--- src/hdl/dpfc_pkg.sv ---
// ----------------------------------------------------------------------------
// dpfc_pkg: shared types and constants of the distinct prime factor counter
// Holds the result count type and its saturation limit.
// ----------------------------------------------------------------------------
`default_nettype none

package dpfc_pkg;

   // width of the result count
   localparam int COUNT_BITS = 3;

   typedef logic [COUNT_BITS-1:0] count_type;

   // the count saturates here
   localparam count_type TALLY_MAX = 3'd7;

endpackage : dpfc_pkg

`default_nettype wire

--- src/hdl/distinct_prime_factor_counter_top.sv ---
// ----------------------------------------------------------------------------
// distinct_prime_factor_counter_top: distinct prime factor count by trial division
// Bit-serial restoring divider swept over divisor 2 and odd trial divisors up to sqrt.
// ----------------------------------------------------------------------------
// One item at a time. Each trial division runs bit-serially through one
// restoring divider, one quotient bit per cycle, after a check of the
// divisor against the cofactor. Divisors 2, 3, 5, 7, ... are tried while
// d*d <= cofactor, and a divisor that divides is tried again once per
// repeated factor without a new check. The result sits in an output
// register; req_ready is high whenever no item is in progress, even while a
// result waits to be taken.
// ----------------------------------------------------------------------------
`default_nettype none

module distinct_prime_factor_counter_top #(
   parameter int NUMBER_BITS = 20
) (
   input  wire                                clock,
   input  wire                                reset,
   input  wire                                req_valid,
   output logic                               req_ready,
   input  wire  [NUMBER_BITS-1:0]             req_number,
   output logic                               rsp_valid,
   input  wire                                rsp_ready,
   output logic [dpfc_pkg::COUNT_BITS-1:0]    rsp_prime_count
);

   // divisor width: enough for sqrt of the largest number plus odd stepping
   localparam int DW = NUMBER_BITS / 2 + 2;
   // width of the running divisor square
   localparam int SW = 2 * DW;
   // bit counter of one division
   localparam int CW = $clog2(NUMBER_BITS);

   localparam logic [1:0] ST_IDLE  = 2'd0;
   localparam logic [1:0] ST_CHECK = 2'd1;
   localparam logic [1:0] ST_DIV   = 2'd2;
   localparam logic [1:0] ST_DONE  = 2'd3;

   logic [1:0]             state_ff, state_in;
   logic [NUMBER_BITS-1:0] cof_ff, cof_in;
   logic [DW-1:0]          div_ff, div_in;
   logic [SW-1:0]          sq_ff, sq_in;
   logic [NUMBER_BITS-1:0] quo_ff, quo_in;
   logic [DW-1:0]          rem_ff, rem_in;
   logic [CW-1:0]          cnt_ff, cnt_in;
   logic                   hit_ff, hit_in;
   dpfc_pkg::count_type    tally_ff, tally_in;
   logic                   rsp_valid_ff, rsp_valid_in;
   dpfc_pkg::count_type    rsp_count_ff, rsp_count_in;

   logic                   req_take;
   logic                   rsp_free;
   logic [DW:0]            rem_shift;
   logic                   rem_ge;
   logic [DW:0]            rem_diff;
   logic [DW-1:0]          rem_next;
   logic [NUMBER_BITS-1:0] quo_next;
   logic                   sq_fits;
   dpfc_pkg::count_type    tally_inc;

   assign req_ready       = (state_ff == ST_IDLE);
   assign req_take        = req_valid && req_ready;
   assign rsp_free        = !rsp_valid_ff || rsp_ready;
   assign rsp_valid       = rsp_valid_ff;
   assign rsp_prime_count = rsp_count_ff;

   // one restoring division step: shift in the next dividend bit, subtract
   assign rem_shift = {rem_ff, quo_ff[NUMBER_BITS-1]};
   assign rem_ge    = (rem_shift >= {1'b0, div_ff});
   assign rem_diff  = rem_ge ? (rem_shift - {1'b0, div_ff}) : rem_shift;
   assign rem_next  = rem_diff[DW-1:0];
   assign quo_next  = {quo_ff[NUMBER_BITS-2:0], rem_ge};

   // keep trying while d*d <= cofactor
   assign sq_fits = (sq_ff <= {{(SW-NUMBER_BITS){1'b0}}, cof_ff});

   // saturating tally increment
   assign tally_inc = (tally_ff != dpfc_pkg::TALLY_MAX) ?
                      (tally_ff + dpfc_pkg::count_type'(1)) : tally_ff;

   // sequence the trial division
   always_comb begin
      state_in     = state_ff;
      cof_in       = cof_ff;
      div_in       = div_ff;
      sq_in        = sq_ff;
      quo_in       = quo_ff;
      rem_in       = rem_ff;
      cnt_in       = cnt_ff;
      hit_in       = hit_ff;
      tally_in     = tally_ff;
      rsp_valid_in = rsp_valid_ff && !rsp_ready;
      rsp_count_in = rsp_count_ff;

      case (state_ff)
         ST_IDLE: begin
            // load a new item, start at divisor 2
            if (req_take) begin
               cof_in   = req_number;
               div_in   = DW'(2);
               sq_in    = SW'(4);
               tally_in = '0;
               hit_in   = 1'b0;
               state_in = ST_CHECK;
            end
         end
         ST_CHECK: begin
            if (sq_fits) begin
               // start one division of the cofactor
               quo_in   = cof_ff;
               rem_in   = '0;
               cnt_in   = '0;
               state_in = ST_DIV;
            end else begin
               // a cofactor above one is a last prime
               if (cof_ff > NUMBER_BITS'(1)) begin
                  tally_in = tally_inc;
               end
               state_in = ST_DONE;
            end
         end
         ST_DIV: begin
            quo_in = quo_next;
            rem_in = rem_next;
            cnt_in = cnt_ff + CW'(1);
            if (cnt_ff == CW'(NUMBER_BITS - 1)) begin
               if (rem_next == '0) begin
                  // divides: drop the factor, count it once, divide again
                  cof_in = quo_next;
                  quo_in = quo_next;
                  rem_in = '0;
                  cnt_in = '0;
                  hit_in = 1'b1;
                  if (!hit_ff) begin
                     tally_in = tally_inc;
                  end
               end else begin
                  // advance to the next odd divisor
                  hit_in   = 1'b0;
                  state_in = ST_CHECK;
                  if (div_ff == DW'(2)) begin
                     div_in = DW'(3);
                     sq_in  = SW'(9);
                  end else begin
                     div_in = div_ff + DW'(2);
                     sq_in  = sq_ff + {{(SW-DW-2){1'b0}}, div_ff, 2'b00} + SW'(4);
                  end
               end
            end
         end
         ST_DONE: begin
            // hold until the output register is free
            if (rsp_free) begin
               rsp_valid_in = 1'b1;
               rsp_count_in = tally_ff;
               state_in     = ST_IDLE;
            end
         end
         default: begin
            state_in = ST_IDLE;
         end
      endcase
   end

   // control registers
   always_ff @(posedge clock) begin
      if (reset) begin
         state_ff     <= ST_IDLE;
         rsp_valid_ff <= 1'b0;
         hit_ff       <= 1'b0;
         tally_ff     <= '0;
         cof_ff       <= '0;
         div_ff       <= '0;
      end else begin
         state_ff     <= state_in;
         rsp_valid_ff <= rsp_valid_in;
         hit_ff       <= hit_in;
         tally_ff     <= tally_in;
         cof_ff       <= cof_in;
         div_ff       <= div_in;
      end
   end

   // datapath registers
   always_ff @(posedge clock) begin
      sq_ff        <= sq_in;
      quo_ff       <= quo_in;
      rem_ff       <= rem_in;
      cnt_ff       <= cnt_in;
      rsp_count_ff <= rsp_count_in;
   end

endmodule : distinct_prime_factor_counter_top

`default_nettype wire

--- config.mk ---
export PLATFORM = sky130hd
export DESIGN_NAME = distinct_prime_factor_counter_top
export DESIGN_NICKNAME = d
export VERILOG_FILES = /design/src/hdl/dpfc_pkg.sv /design/src/hdl/distinct_prime_factor_counter_top.sv
export SDC_FILE = /design/constraint.sdc
export NUM_CORES = 1
export LEC_CHECK = 0
export BUFFER_PORTS_ARGS = -buffer_cell sky130_fd_sc_hd__buf_2
export CAP_MARGIN = 5
export CORE_MARGIN = 2
export CORE_UTILIZATION = 67
export CTS_BUF_LIST = sky130_fd_sc_hd__clkbuf_4 sky130_fd_sc_hd__clkbuf_8 sky130_fd_sc_hd__clkbuf_16
export CTS_CLUSTER_DIAMETER = 60
export CTS_CLUSTER_SIZE = 16
export DETAILED_ROUTE_END_ITERATION = 10
export GPL_ROUTABILITY_DRIVEN = 0
export GPL_TIMING_DRIVEN = 0
export PLACE_DENSITY = 0.86
export SYNTH_ARGS = -nofsm -noshare
export SYNTH_HDL_FRONTEND = slang
export SYNTH_SLANG_ARGS = --single-unit
--- constraint.sdc ---
create_clock -name clock -period 7.71 [get_ports clock]
set_input_delay 1.542 -clock clock [delete_from_list [all_inputs] [get_ports clock]]
set_output_delay 1.542 -clock clock [all_outputs]
set_load 0.05 [all_outputs]
==> insert_results.sql, run 1 <==
INSERT INTO impl_metrics (metric_group, metric, value, unit) VALUES
('cells_and_area', 'drive_above_1_share', '9.57', '%'),
('timing', 'fmax', '220', 'MHz'),
('die', 'die_area', '10500', 'sq um'),
('synth', 'netlist.top_cell.by_area', 'edfxtp_1', ''),
('route', 'routed-via-count', '5703', ''),
('setup_path', 'timing_worst_setup_path_type', 'reg2reg', ''),
('synth', 'synth.ff_latch_count', '102', ''),
('synth', 'synthDistinctLibCells', '66', ''),
('route', 'route.detailed.drc', '0', ''),
('grt', 'antenna_found_initial', '0', ''),
('synth', 'syn-cell-area', '6500', 'sq um'),
('timing', 'final.setup.tns', '0', 'ps'),
('pwr', 'peakVddDrop', '0.193', 'mV'),
('clock_tree', 'cts.clk_slew.worst_paths', '110', 'ps'),
('cells_and_area', 'antenna_cells_inserted', '0', ''),
('cells_and_area', 'filler_cell_count', '678', ''),
('cells_and_area', 'layout.cells.non_filler', '881', ''),
('grt', 'global_route_wire_length_before_repair', '26200', 'um'),
('grt', 'use_met2', '51.7', '%'),
('timing', 'final_period_minus_worst_setup_slack', '4550', 'ps'),
('timing', 'crit_share_post_route', '59.0', '%'),
('synth', 'asyncSetResetFlopFracSynth', '0', '%'),
('setup_path', 'number_of_cell_instances_on_the_worst_register_to_register_path', '9', ''),
('setup_path', 'cp_data_arrival_time', '4500', 'ps'),
('pwr', 'p_leak', '2.82', 'nW'),
('die', 'dieHeight', '102', 'um'),
('cells_and_area', 'mostFrequentLayoutCell', 'nor2_1', ''),
('clock_tree', 'clkLatencyLatePin', '390', 'ps'),
('worst_hold_path', 'hold_path.class', 'reg2reg', ''),
('timing', 'finalSetupViolations', '0', ''),
('grt', 'gr-max-usage-layer', 'met2', ''),
('synth', 'number_of_synthesized_flops_with_an_enable_pin', '63', ''),
('synth', 'cell_count_after_synthesis', '707', ''),
('cells_and_area', 'nNetsFinal', '836', ''),
('die', 'ioPinCount', '29', ''),
('worst_hold_path', 'worst_hold_path.num_cells', '0', ''),
('grt', 'globalRoute.totalOverflow', '0', ''),
('setup_path', 'max_fo_critical_path', '23', ''),
('route', 'drt.antenna.violating_nets', '0', ''),
('die', 'start_util', '69.6', '%'),
('clock_tree', 'clock_sinks', '102', ''),
('cells_and_area', 'finalInstanceArea', '7020', 'sq um'),
('route', 'wire_per_inst', '18.6', 'um'),
('clock_tree', 'htree_num_levels', '3', ''),
('synth', 'ys_dominant_reg_cell', 'edfxtp_1', ''),
('flow_run', 'max-cap-violations', '0', ''),
('clock_tree', 'cts_inserted_buffers', '9', ''),
('clock_tree', 'cts_tree', 'yes', ''),
('grt', 'global_router_s_overall_resource_usage', '32.2', '%'),
('placed_design', 'postPlaceCellArea', '6840', 'sq um'),
('cells_and_area', 'multiInputGateArea', '3520', 'sq um'),
('setup_path', 'worstPathRequired', '7660', 'ps'),
('setup_path', 'ff2ff_setup_slack', '3160', 'ps'),
('worst_hold_path', 'worstHoldEndpoint', 'rsp_prime_count[1]', ''),
('clock_tree', 'postCtsHoldBufs', '0', ''),
('synth', 'synth-seq-area-share', '41.1', '%'),
('placed_design', 'detailed_place_hpwl', '12500', 'um'),
('cells_and_area', 'syn2layout_area_growth', '8.11', '%'),
('cells_and_area', 'final-seq-area', '2670', 'sq um'),
('route', 'drt-initial-drc-count', '494', ''),
('pwr', 'pwr_density_cell', '385', 'nW/um^2'),
('clock_tree', 'resize_count_post_cts', '0', ''),
('synth', 'syn-num-nets', '796', ''),
('setup_path', 'crit_path_cell_trace', 'inv_1 > ha_1 > nor2b_1 > o31ai_1 > a21oi_1 > a311oi_1 > a41oi_1 > o31ai_1 > inv_1', ''),
('grt', 'global_route.usage.met3', '5.88', '%'),
('setup_path', 'startpoint_of_the_most_critical_setup_path', 'div_ff[2]', ''),
('clock_tree', 'post-cts-setup-buffers', '0', ''),
('status', 'outcome', 'completed', ''),
('placed_design', 'placed_cells', '865', ''),
('setup_path', 'reg2reg_to', 'sq_ff[3]', ''),
('synth', 'yosysWarningCount', '0', '');
[final cells by class]
class	instances	share of cell area [%]
multi-input cells	528	50.2
flip-flops and latches	102	38.1
inverters	48	2.57
repair buffers	29	2.39
well taps	129	2.30
clock buffers	10	1.87
plain buffers	29	1.85
clock inverters	6	0.784
[registers in the layout, summed over array words and instances, names as in the netlist]
register         flops
cnt_ff               5
sq_ff               23
state_ff             2
rsp_valid            1
hit_ff               1
rsp_prime_count      3
div_ff              12
cof_ff              20
tally_ff             3
rem_ff              12
quo_ff              20
[cell usage after synthesis (10+ instances only)]
cell type  count
dfxtp_1       39
nand2_1       71
inv_1         47
a311oi_1      20
a21oi_1       30
ha_1          63
clkbuf_1      22
o21ai_0       37
nor4_1        13
xnor2_1       10
nor2_1        84
nor2b_1       11
nor3_1        18
edfxtp_1      63
nand3_1       19
[cells by family (layout without fill, tap and decap cells)]
family / Yosys count / after routing / synth area share [%]
AOI/OAI and AO/OA: 174 / 174 / 18.9
xor gates and xnor gates: 18 / 18 / 2.43
adders and majority gates: 65 / 65 / 12.8
buffers and inverters: 77 / 122 / 4.78
DFF: 102 / 102 / 41.1
muxes: 5 / 5 / 0.790
and+or+nand+nor: 266 / 266 / 19.2
[per-layer routing]
metal  up-vias  part of all wire, %
li1       2696                    -
met1      2659                   43
met2       299                   46
met3        49                  8.2
met4         0                  3.0
met5         -                    0
[worst reg2reg max path: stages (launching register included)]
cell,delay [ps]
dfxtp_1,440
inv_1,120
ha_1,380
nor2b_1,200
o31ai_1,590
a21oi_1,180
a311oi_1,610
a41oi_1,290
o31ai_1,660
inv_1,660
[power by group]
part	switching (W)	leakage, nW	total, W	internal [W]
sequential	0.000170	0.936	0.00102	0.000852
clock	0.000202	0.0982	0.000330	0.000128
combinational	0.000843	1.78	0.00135	0.000507
total	0.00122	2.82	0.00270	0.00149
[stage by stage]
stage / utilization [%] / hold WS [ps] / power (W) / setup WS, ps
floorplan: - / 434 / 0.00195 / 2720
global placement: 72.9 / 449 / 0.00222 / 1470
detailed placement: 73.3 / 470 / 0.00234 / 3390
CTS: 75.3 / 494 / 0.00266 / 3350
global route: 75.3 / 518 / 0.00288 / 3050
finish: 75.3 / 487 / 0.00270 / 3160
[worst max path at each step]
stage	cells after the start	end
finish	9	sq_ff[3]
CTS	9	sq_ff[3]
global route	9	sq_ff[3]
floorplan	9	cnt_ff[0]
detailed placement	9	sq_ff[17]
global placement	9	quo_ff[13]
Note: power is estimated with default switching activity, not from simulation.
==> run 2, diff against run 1 <==
--- a/config.mk
+++ b/config.mk
@@ -8,14 +8,14 @@
 export BUFFER_PORTS_ARGS = -buffer_cell sky130_fd_sc_hd__buf_2
 export CAP_MARGIN = 5
 export CORE_MARGIN = 2
-export CORE_UTILIZATION = 67
+export CORE_UTILIZATION = 56
 export CTS_BUF_LIST = sky130_fd_sc_hd__clkbuf_4 sky130_fd_sc_hd__clkbuf_8 sky130_fd_sc_hd__clkbuf_16
 export CTS_CLUSTER_DIAMETER = 60
 export CTS_CLUSTER_SIZE = 16
 export DETAILED_ROUTE_END_ITERATION = 10
 export GPL_ROUTABILITY_DRIVEN = 0
 export GPL_TIMING_DRIVEN = 0
-export PLACE_DENSITY = 0.86
+export PLACE_DENSITY = 0.76
 export SYNTH_ARGS = -nofsm -noshare
 export SYNTH_HDL_FRONTEND = slang
 export SYNTH_SLANG_ARGS = --single-unit
==> constraint.sdc (replaced) <==
create_clock -name clock -period 3.85 [get_ports clock]
set_input_delay 0.77 -clock clock [delete_from_list [all_inputs] [get_ports clock]]
set_output_delay 0.77 -clock clock [all_outputs]
set_load 0.05 [all_outputs]
==> run 2 against run 1 <==
  * Core utilization down 12 points
  * Clock-buffer cell count up 3
  * Global-route usage down 4.8 points
  * Worst hold slack worse by 4.1 ps
  * Worst setup slack worse by 3100 ps
  * Combinational power up 110%
  * Routed wire length up 3.2%
  * Register-to-register slack worse by 3100 ps
  * Largest power group unchanged
==> insert_results.sql, run 2 (synthesis results as in run 1) <==
INSERT INTO impl_metrics (metric_group, metric, value, unit) VALUES
('die', 'die-width', '112', 'um'),
('grt', 'via_count_of_the_first_global_routing_pass', '5521', ''),
('cells_and_area', 'antenna_cells_inserted', '0', ''),
('grt', 'global_router_s_overall_resource_usage', '27.4', '%'),
('setup_path', 'cp-end-kind', 'flop', ''),
('placed_design', 'place.port_buffers', '28', ''),
('setup_path', 'critical_path.slowest_cell', 'a2111o_1', ''),
('die', 'coreArea', '11400', 'sq um'),
('route', 'routed-via-count', '5670', ''),
('setup_path', 'path_buf_inv', '4', ''),
('clock_tree', 'clk_root_buffer_cell', 'clkbuf_16', ''),
('cells_and_area', 'nNetsFinal', '838', ''),
('timing', 'worst-slew-pin-transition', '769', 'ps'),
('route', 'drt.antenna.violating_nets', '0', ''),
('die', 'core.rowCount', '39', ''),
('pwr', 'p_leak', '2.89', 'nW'),
('clock_tree', 'clkLatencyLatePin', '370', 'ps'),
('route', 'wl', '17000', 'um'),
('pwr', 'peakVddDrop', '0.509', 'mV'),
('route', 'wire_per_inst', '18.9', 'um'),
('cells_and_area', 'mostFrequentLayoutCell', 'nor2_1', ''),
('placed_design', 'placed_cells', '879', ''),
('grt', 'global_route_wire_length_before_repair', '27500', 'um'),
('timing', 'final.setup_skew', '9.37', 'ps'),
('setup_path', 'worstSetupStartpointType', 'flop', ''),
('pwr', 'pwr_density_cell', '793', 'nW/um^2'),
('timing', 'final.setup.tns', '0', 'ps'),
('setup_path', 'cpMostUsedCell', 'buf_6', ''),
('setup_path', 'worstPathRequired', '3940', 'ps'),
('route', 'route.detailed.drc', '0', ''),
('status', 'outcome', 'completed', ''),
('cells_and_area', 'most-common-layout-cells', 'nor2_1 (84), nand2_1 (71), ha_1 (63), edfxtp_1 (63), inv_1 (46)', ''),
('placed_design', 'detailed_place_hpwl', '12500', 'um'),
('setup_path', 'cp_data_arrival_time', '3830', 'ps'),
('die', 'die_area', '12500', 'sq um'),
('timing', 'finalSetupViolations', '0', ''),
('setup_path', 'timing_worst_setup_path_type', 'reg2reg', ''),
('timing', 'fin_hold_ws', '483', 'ps'),
('flow_run', 'max-cap-violations', '0', ''),
('setup_path', 'max_fo_critical_path', '10', ''),
('die', 'dieHeight', '112', 'um'),
('die', 'ioPinCount', '29', ''),
('timing', 'hold_violations', '0', ''),
('worst_hold_path', 'hold_path.class', 'reg2reg', ''),
('clock_tree', 'cts_inserted_buffers', '9', ''),
('cells_and_area', 'syn2layout_area_growth', '11.1', '%'),
('cells_and_area', 'largest-register', 'sq_ff', ''),
('timing', 'max_slew_margin', '48.6', '%'),
('setup_path', 'worst_path_dominant_cell_family', 'compound AO/OA/AOI/OAI gates', ''),
('clock_tree', 'clockBufferDepth', '2', ''),
('die', 'start_util', '57.1', '%'),
('grt', 'antenna_found_initial', '0', ''),
('cells_and_area', 'reg_top3', 'sq_ff x23, cof_ff x20, quo_ff x20', ''),
('route', 'drt_first_pass_iters', '6', ''),
('cells_and_area', 'layout.cells.non_filler', '897', ''),
('grt', 'globalRoute.totalOverflow', '0', ''),
('route', 'vias_per_cell', '6.32', ''),
('timing', 'crit_share_post_route', '97.2', '%'),
('clock_tree', 'htree_num_levels', '3', ''),
('timing', 'final_period_minus_worst_setup_slack', '3740', 'ps'),
('clock_tree', 'clock_sinks', '102', ''),
('cells_and_area', 'drive_above_1_share', '11.4', '%'),
('timing', 'fmax', '267', 'MHz'),
('route', 'drt-initial-drc-count', '576', ''),
('clock_tree', 'cts_tree', 'yes', ''),
('clock_tree', 'cts.clk_slew.worst_paths', '70', 'ps'),
('cells_and_area', 'largest_register_ff_count', '23', ''),
('grt', 'maximum_number_of_pins_on_one_net_before_global_route_repair', '21', ''),
('setup_path', 'cpPeakStageDelay', '460', 'ps'),
('timing', 'timing.final.max_slew_violations', '0', ''),
('setup_path', 'crit_path_cell_trace', 'inv_1 > ha_1 > o21ai_1 > a21o_1 > a21oi_2 > a2111o_1 > and2_1 > buf_6 > o211a_1 > or2_1 > buf_6 > o21ai_2 > buf_4 > a211oi_1', ''),
('pwr', 'post-layout-total-power', '0.00572', 'W');
[run 2: cell types whose count changed in the layout (fill, tap and decap cells not counted), sizes merged]
cell,delta
buf,+2
inv,-3
clkinv,-1
clkbuf,+2
clkinvlp,+2
[run 2: area by class of cell]
class / instances / area (sq um)
fillers: 928 / 4150
multi-input cells: 528 / 3570
flip-flops and latches: 102 / 2680
clock buffers: 13 / 268
inverters: 48 / 184
repair buffers: 31 / 183
well taps: 143 / 179
plain buffers: 28 / 131
clock inverters: 3 / 17.5
repair inverters: 1 / 7.51
[run 2: report_power, final]
group / switching (W) / total (W) / internal (W) / leakage [nW]
clock network: 0.000421 / 0.000909 / 0.000488 / 0.144
registers: 0.000319 / 0.00202 / 0.00170 / 0.937
logic: 0.00173 / 0.00279 / 0.00105 / 1.81
[run 2: worst reg2reg max path: cells and delay by family (launching register included)]
| kind | cells | cell delay [ps] |
|---|---|---|
| AOI/OAI and AO/OA | 7 | 1610 |
| adders and majority gates | 1 | 390 |
| buffers and inverters | 4 | 630 |
| DFF | 1 | 420 |
| and+or+nand+nor | 2 | 420 |
[run 2: what timing repair did]
item	in CTS	in global routing
setup buffers	0	2
gates cloned	1	0
hold buffers	0	0
resized for setup	7	11
setup endpoints to repair	37	58
[run 2: stage by stage]
step	worst slack (ps)	utilization (%)	cell area [sq um]
final	109	63.5	7220
after global routing	-6.44	63.5	7220
after CTS	16.6	63.1	7180
after detailed placement	-545	60.3	6850
after global placement	-443	60.0	6820
after floorplan	436	-	6500
[run 2: path summary, 6_finish.rpt]
path	from	end	slack, ps	depth (start not counted)
worst max-delay path	div_ff[2]	rem_ff[7]	110	14
worst min-delay path	tally_ff[1]	rsp_prime_count[1]	480	0
worst max register to register	div_ff[2]	rem_ff[7]	110	14
worst min register to register	tally_ff[1]	rsp_prime_count[1]	480	0
[run 2: routing by layer]
layer,up-vias,share of wire [%],GRT usage (%)
li1,2705,-,-
met1,2718,43,36.2
met2,216,48,44.6
met3,31,6.8,5.55
met4,0,2.7,10.5
met5,-,0,0
==> run 3, diff against run 2 <==
--- a/config.mk
+++ b/config.mk
@@ -16,6 +16,7 @@
 export GPL_ROUTABILITY_DRIVEN = 0
 export GPL_TIMING_DRIVEN = 0
 export PLACE_DENSITY = 0.76
+export RECOVER_POWER = 100
 export SYNTH_ARGS = -nofsm -noshare
 export SYNTH_HDL_FRONTEND = slang
 export SYNTH_SLANG_ARGS = --single-unit
==> run 3 against run 2 <==
  * Sequential power about the same
  * Largest cell class unchanged
  * Design area decreased by 0.10%
  * Register-to-register slack got worse by 30 ps
  * Total power about the same
  * Flip-flop and latch count unchanged
  * Clock-buffer cell count unchanged
  * Core utilization decreased by 0.066 points
  * Largest power group unchanged
  * Worst hold slack about the same
  * Fmax decreased by 0.86%
==> insert_results.sql, run 3 (synthesis results as in run 1) <==
INSERT INTO impl_metrics (metric_group, metric, value, unit) VALUES
('setup_path', 'critical_path.slowest_cell', 'a2111o_1', ''),
('clock_tree', 'cts_inserted_buffers', '9', ''),
('pwr', 'peakVddDrop', '0.508', 'mV'),
('cells_and_area', 'post-route-util', '63.4', '%'),
('route', 'vias_per_cell', '6.32', ''),
('cells_and_area', 'drive_above_1_share', '10.5', '%'),
('clock_tree', 'htree_num_levels', '3', ''),
('cells_and_area', 'mostFrequentLayoutCell', 'nor2_1', ''),
('die', 'ioPinCount', '29', ''),
('setup_path', 'cpMostUsedCell', 'buf_6', ''),
('placed_design', 'postPlaceCellArea', '6850', 'sq um'),
('timing', 'worst-slew-pin-transition', '766', 'ps'),
('setup_path', 'worstSetupStartpointType', 'flop', ''),
('die', 'core.rowCount', '39', ''),
('timing', 'final.setup_skew', '11.4', 'ps'),
('flow_run', 'max-cap-violations', '0', ''),
('grt', 'antenna_found_initial', '0', ''),
('timing', 'fmax', '265', 'MHz'),
('pwr', 'p_leak', '2.87', 'nW'),
('setup_path', 'cp-end-kind', 'flop', ''),
('setup_path', 'worstPathRequired', '3940', 'ps'),
('placed_design', 'place.port_buffers', '28', ''),
('timing', 'final_period_minus_worst_setup_slack', '3770', 'ps'),
('setup_path', 'worst_path_dominant_cell_family', 'compound AO/OA/AOI/OAI gates', ''),
('grt', 'maximum_number_of_pins_on_one_net_before_global_route_repair', '21', ''),
('timing', 'timing.final.max_slew_violations', '0', ''),
('placed_design', 'detailed_place_hpwl', '12500', 'um'),
('route', 'wire_per_inst', '18.9', 'um'),
('route', 'drt-initial-drc-count', '548', ''),
('clock_tree', 'cts.clk_slew.worst_paths', '70', 'ps'),
('grt', 'via_count_of_the_first_global_routing_pass', '5521', ''),
('timing', 'finalSetupViolations', '0', ''),
('route', 'routed-via-count', '5669', ''),
('clock_tree', 'clkLatencyLatePin', '370', 'ps'),
('cells_and_area', 'syn2layout_area_growth', '11.0', '%'),
('setup_path', 'path_buf_inv', '4', ''),
('cells_and_area', 'largest-register', 'sq_ff', ''),
('cells_and_area', 'most-common-layout-cells', 'nor2_1 (84), nand2_1 (71), ha_1 (63), edfxtp_1 (63), inv_1 (47)', ''),
('setup_path', 'timing_worst_setup_path_type', 'reg2reg', ''),
('cells_and_area', 'largest_register_ff_count', '23', ''),
('setup_path', 'crit_path_cell_trace', 'inv_1 > ha_1 > o21ai_1 > a21o_1 > a21oi_2 > a2111o_1 > and2_0 > buf_6 > o211a_1 > or2_1 > buf_6 > o21ai_2 > buf_4 > a211oi_1', ''),
('die', 'die-width', '112', 'um'),
('die', 'coreArea', '11400', 'sq um'),
('route', 'route.detailed.drc', '0', ''),
('grt', 'global_router_s_overall_resource_usage', '27.4', '%'),
('cells_and_area', 'finalInstanceArea', '7210', 'sq um'),
('clock_tree', 'postCtsHoldBufs', '0', ''),
('clock_tree', 'clk_root_buffer_cell', 'clkbuf_16', ''),
('status', 'outcome', 'completed', ''),
('cells_and_area', 'nNetsFinal', '838', ''),
('timing', 'crit_share_post_route', '98.0', '%'),
('grt', 'globalRoute.totalOverflow', '0', ''),
('worst_hold_path', 'hold_path.class', 'reg2reg', ''),
('setup_path', 'max_fo_critical_path', '10', ''),
('route', 'wl', '17000', 'um'),
('timing', 'max_slew_margin', '48.6', '%'),
('die', 'start_util', '57.1', '%'),
('die', 'dieHeight', '112', 'um'),
('clock_tree', 'clock_sinks', '102', ''),
('die', 'die_area', '12500', 'sq um'),
('timing', 'final.setup.tns', '0', 'ps'),
('route', 'drt_first_pass_iters', '6', ''),
('route', 'drt.antenna.violating_nets', '0', ''),
('cells_and_area', 'reg_top3', 'sq_ff x23, cof_ff x20, quo_ff x20', ''),
('grt', 'global_route_wire_length_before_repair', '27500', 'um'),
('pwr', 'pwr_density_cell', '794', 'nW/um^2'),
('timing', 'hold_violations', '0', ''),
('setup_path', 'cpPeakStageDelay', '460', 'ps'),
('clock_tree', 'clockBufferDepth', '2', ''),
('cells_and_area', 'antenna_cells_inserted', '0', ''),
('setup_path', 'cp_data_arrival_time', '3870', 'ps'),
('clock_tree', 'cts_tree', 'yes', '');
-- run 3: changes by cell type in the layout (fill, tap and decap cells not counted) --
cell      before  now
and2_0         0    1
and2_1         5    4
buf_1          2    0
buf_2         29   23
clkbuf_1      19   27
inv_1         46   47
inv_2          1    0
-- run 3: stage by stage --
stage,setup slack (ps),std cells,hold slack (ps),total power (W)
6_report,76.4,897,483,0.00572
5_1_grt,-6.44,897,495,0.00610
3_3_place_gp,-443,878,446,0.00448
4_1_cts,16.6,896,480,0.00562
2_1_floorplan,436,707,434,0.00390
3_5_place_dp,-545,879,464,0.00468
-- run 3: repair_timing --
| item | in CTS | in global routing |
|---|---|---|
| buffers inserted | 0 | 2 |
| endpoints found under the setup margin | 37 | 58 |
| cloned | 1 | 0 |
| resized for setup | 7 | 11 |
-- run 3: worst reg2reg max path, stage by stage (launching register included) --
cell      delay [ps]
dfxtp_1          420
inv_1            120
ha_1             390
o21ai_1          250
a21o_1           210
a21oi_2          120
a2111o_1         460
and2_0           160
buf_6            140
o211a_1          270
or2_1            260
buf_6            140
o21ai_2          230
buf_4            240
a211oi_1          70
-- run 3: power by group --
part	switching (W)	internal (W)	total [W]
registers	0.000317	0.00170	0.00202
clock network	0.000421	0.000488	0.000909
logic	0.00174	0.00105	0.00279
-- run 3: per-layer routing --
layer,track usage (%),share of wire (%),vias to the layer above
li1,-,-,2701
met1,36.2,43,2716
met2,44.6,48,220
met3,5.55,6.8,32
met4,10.5,2.6,0
met5,0,0,-
-- run 3: worst paths after layout --
kind          startpoint                  to  slack [ps]  cells after the start
min          tally_ff[1]  rsp_prime_count[1]         480                      0
max reg2reg    div_ff[2]           rem_ff[7]          80                     14
min reg2reg  tally_ff[1]  rsp_prime_count[1]         480                      0
max            div_ff[2]           rem_ff[7]          80                     14
-- run 3: final cells by class --
type	count	area [sq um]
Timing Repair Buffer	31	175
Clock buffer	13	268
Tap cell	143	179
Clock inverter	3	17.5
Buffer	28	131
Fill cell	932	4160
Sequential cell	102	2680
Multi-Input combinational cell	528	3570
Timing Repair inverter	1	7.51
Inverter	48	184
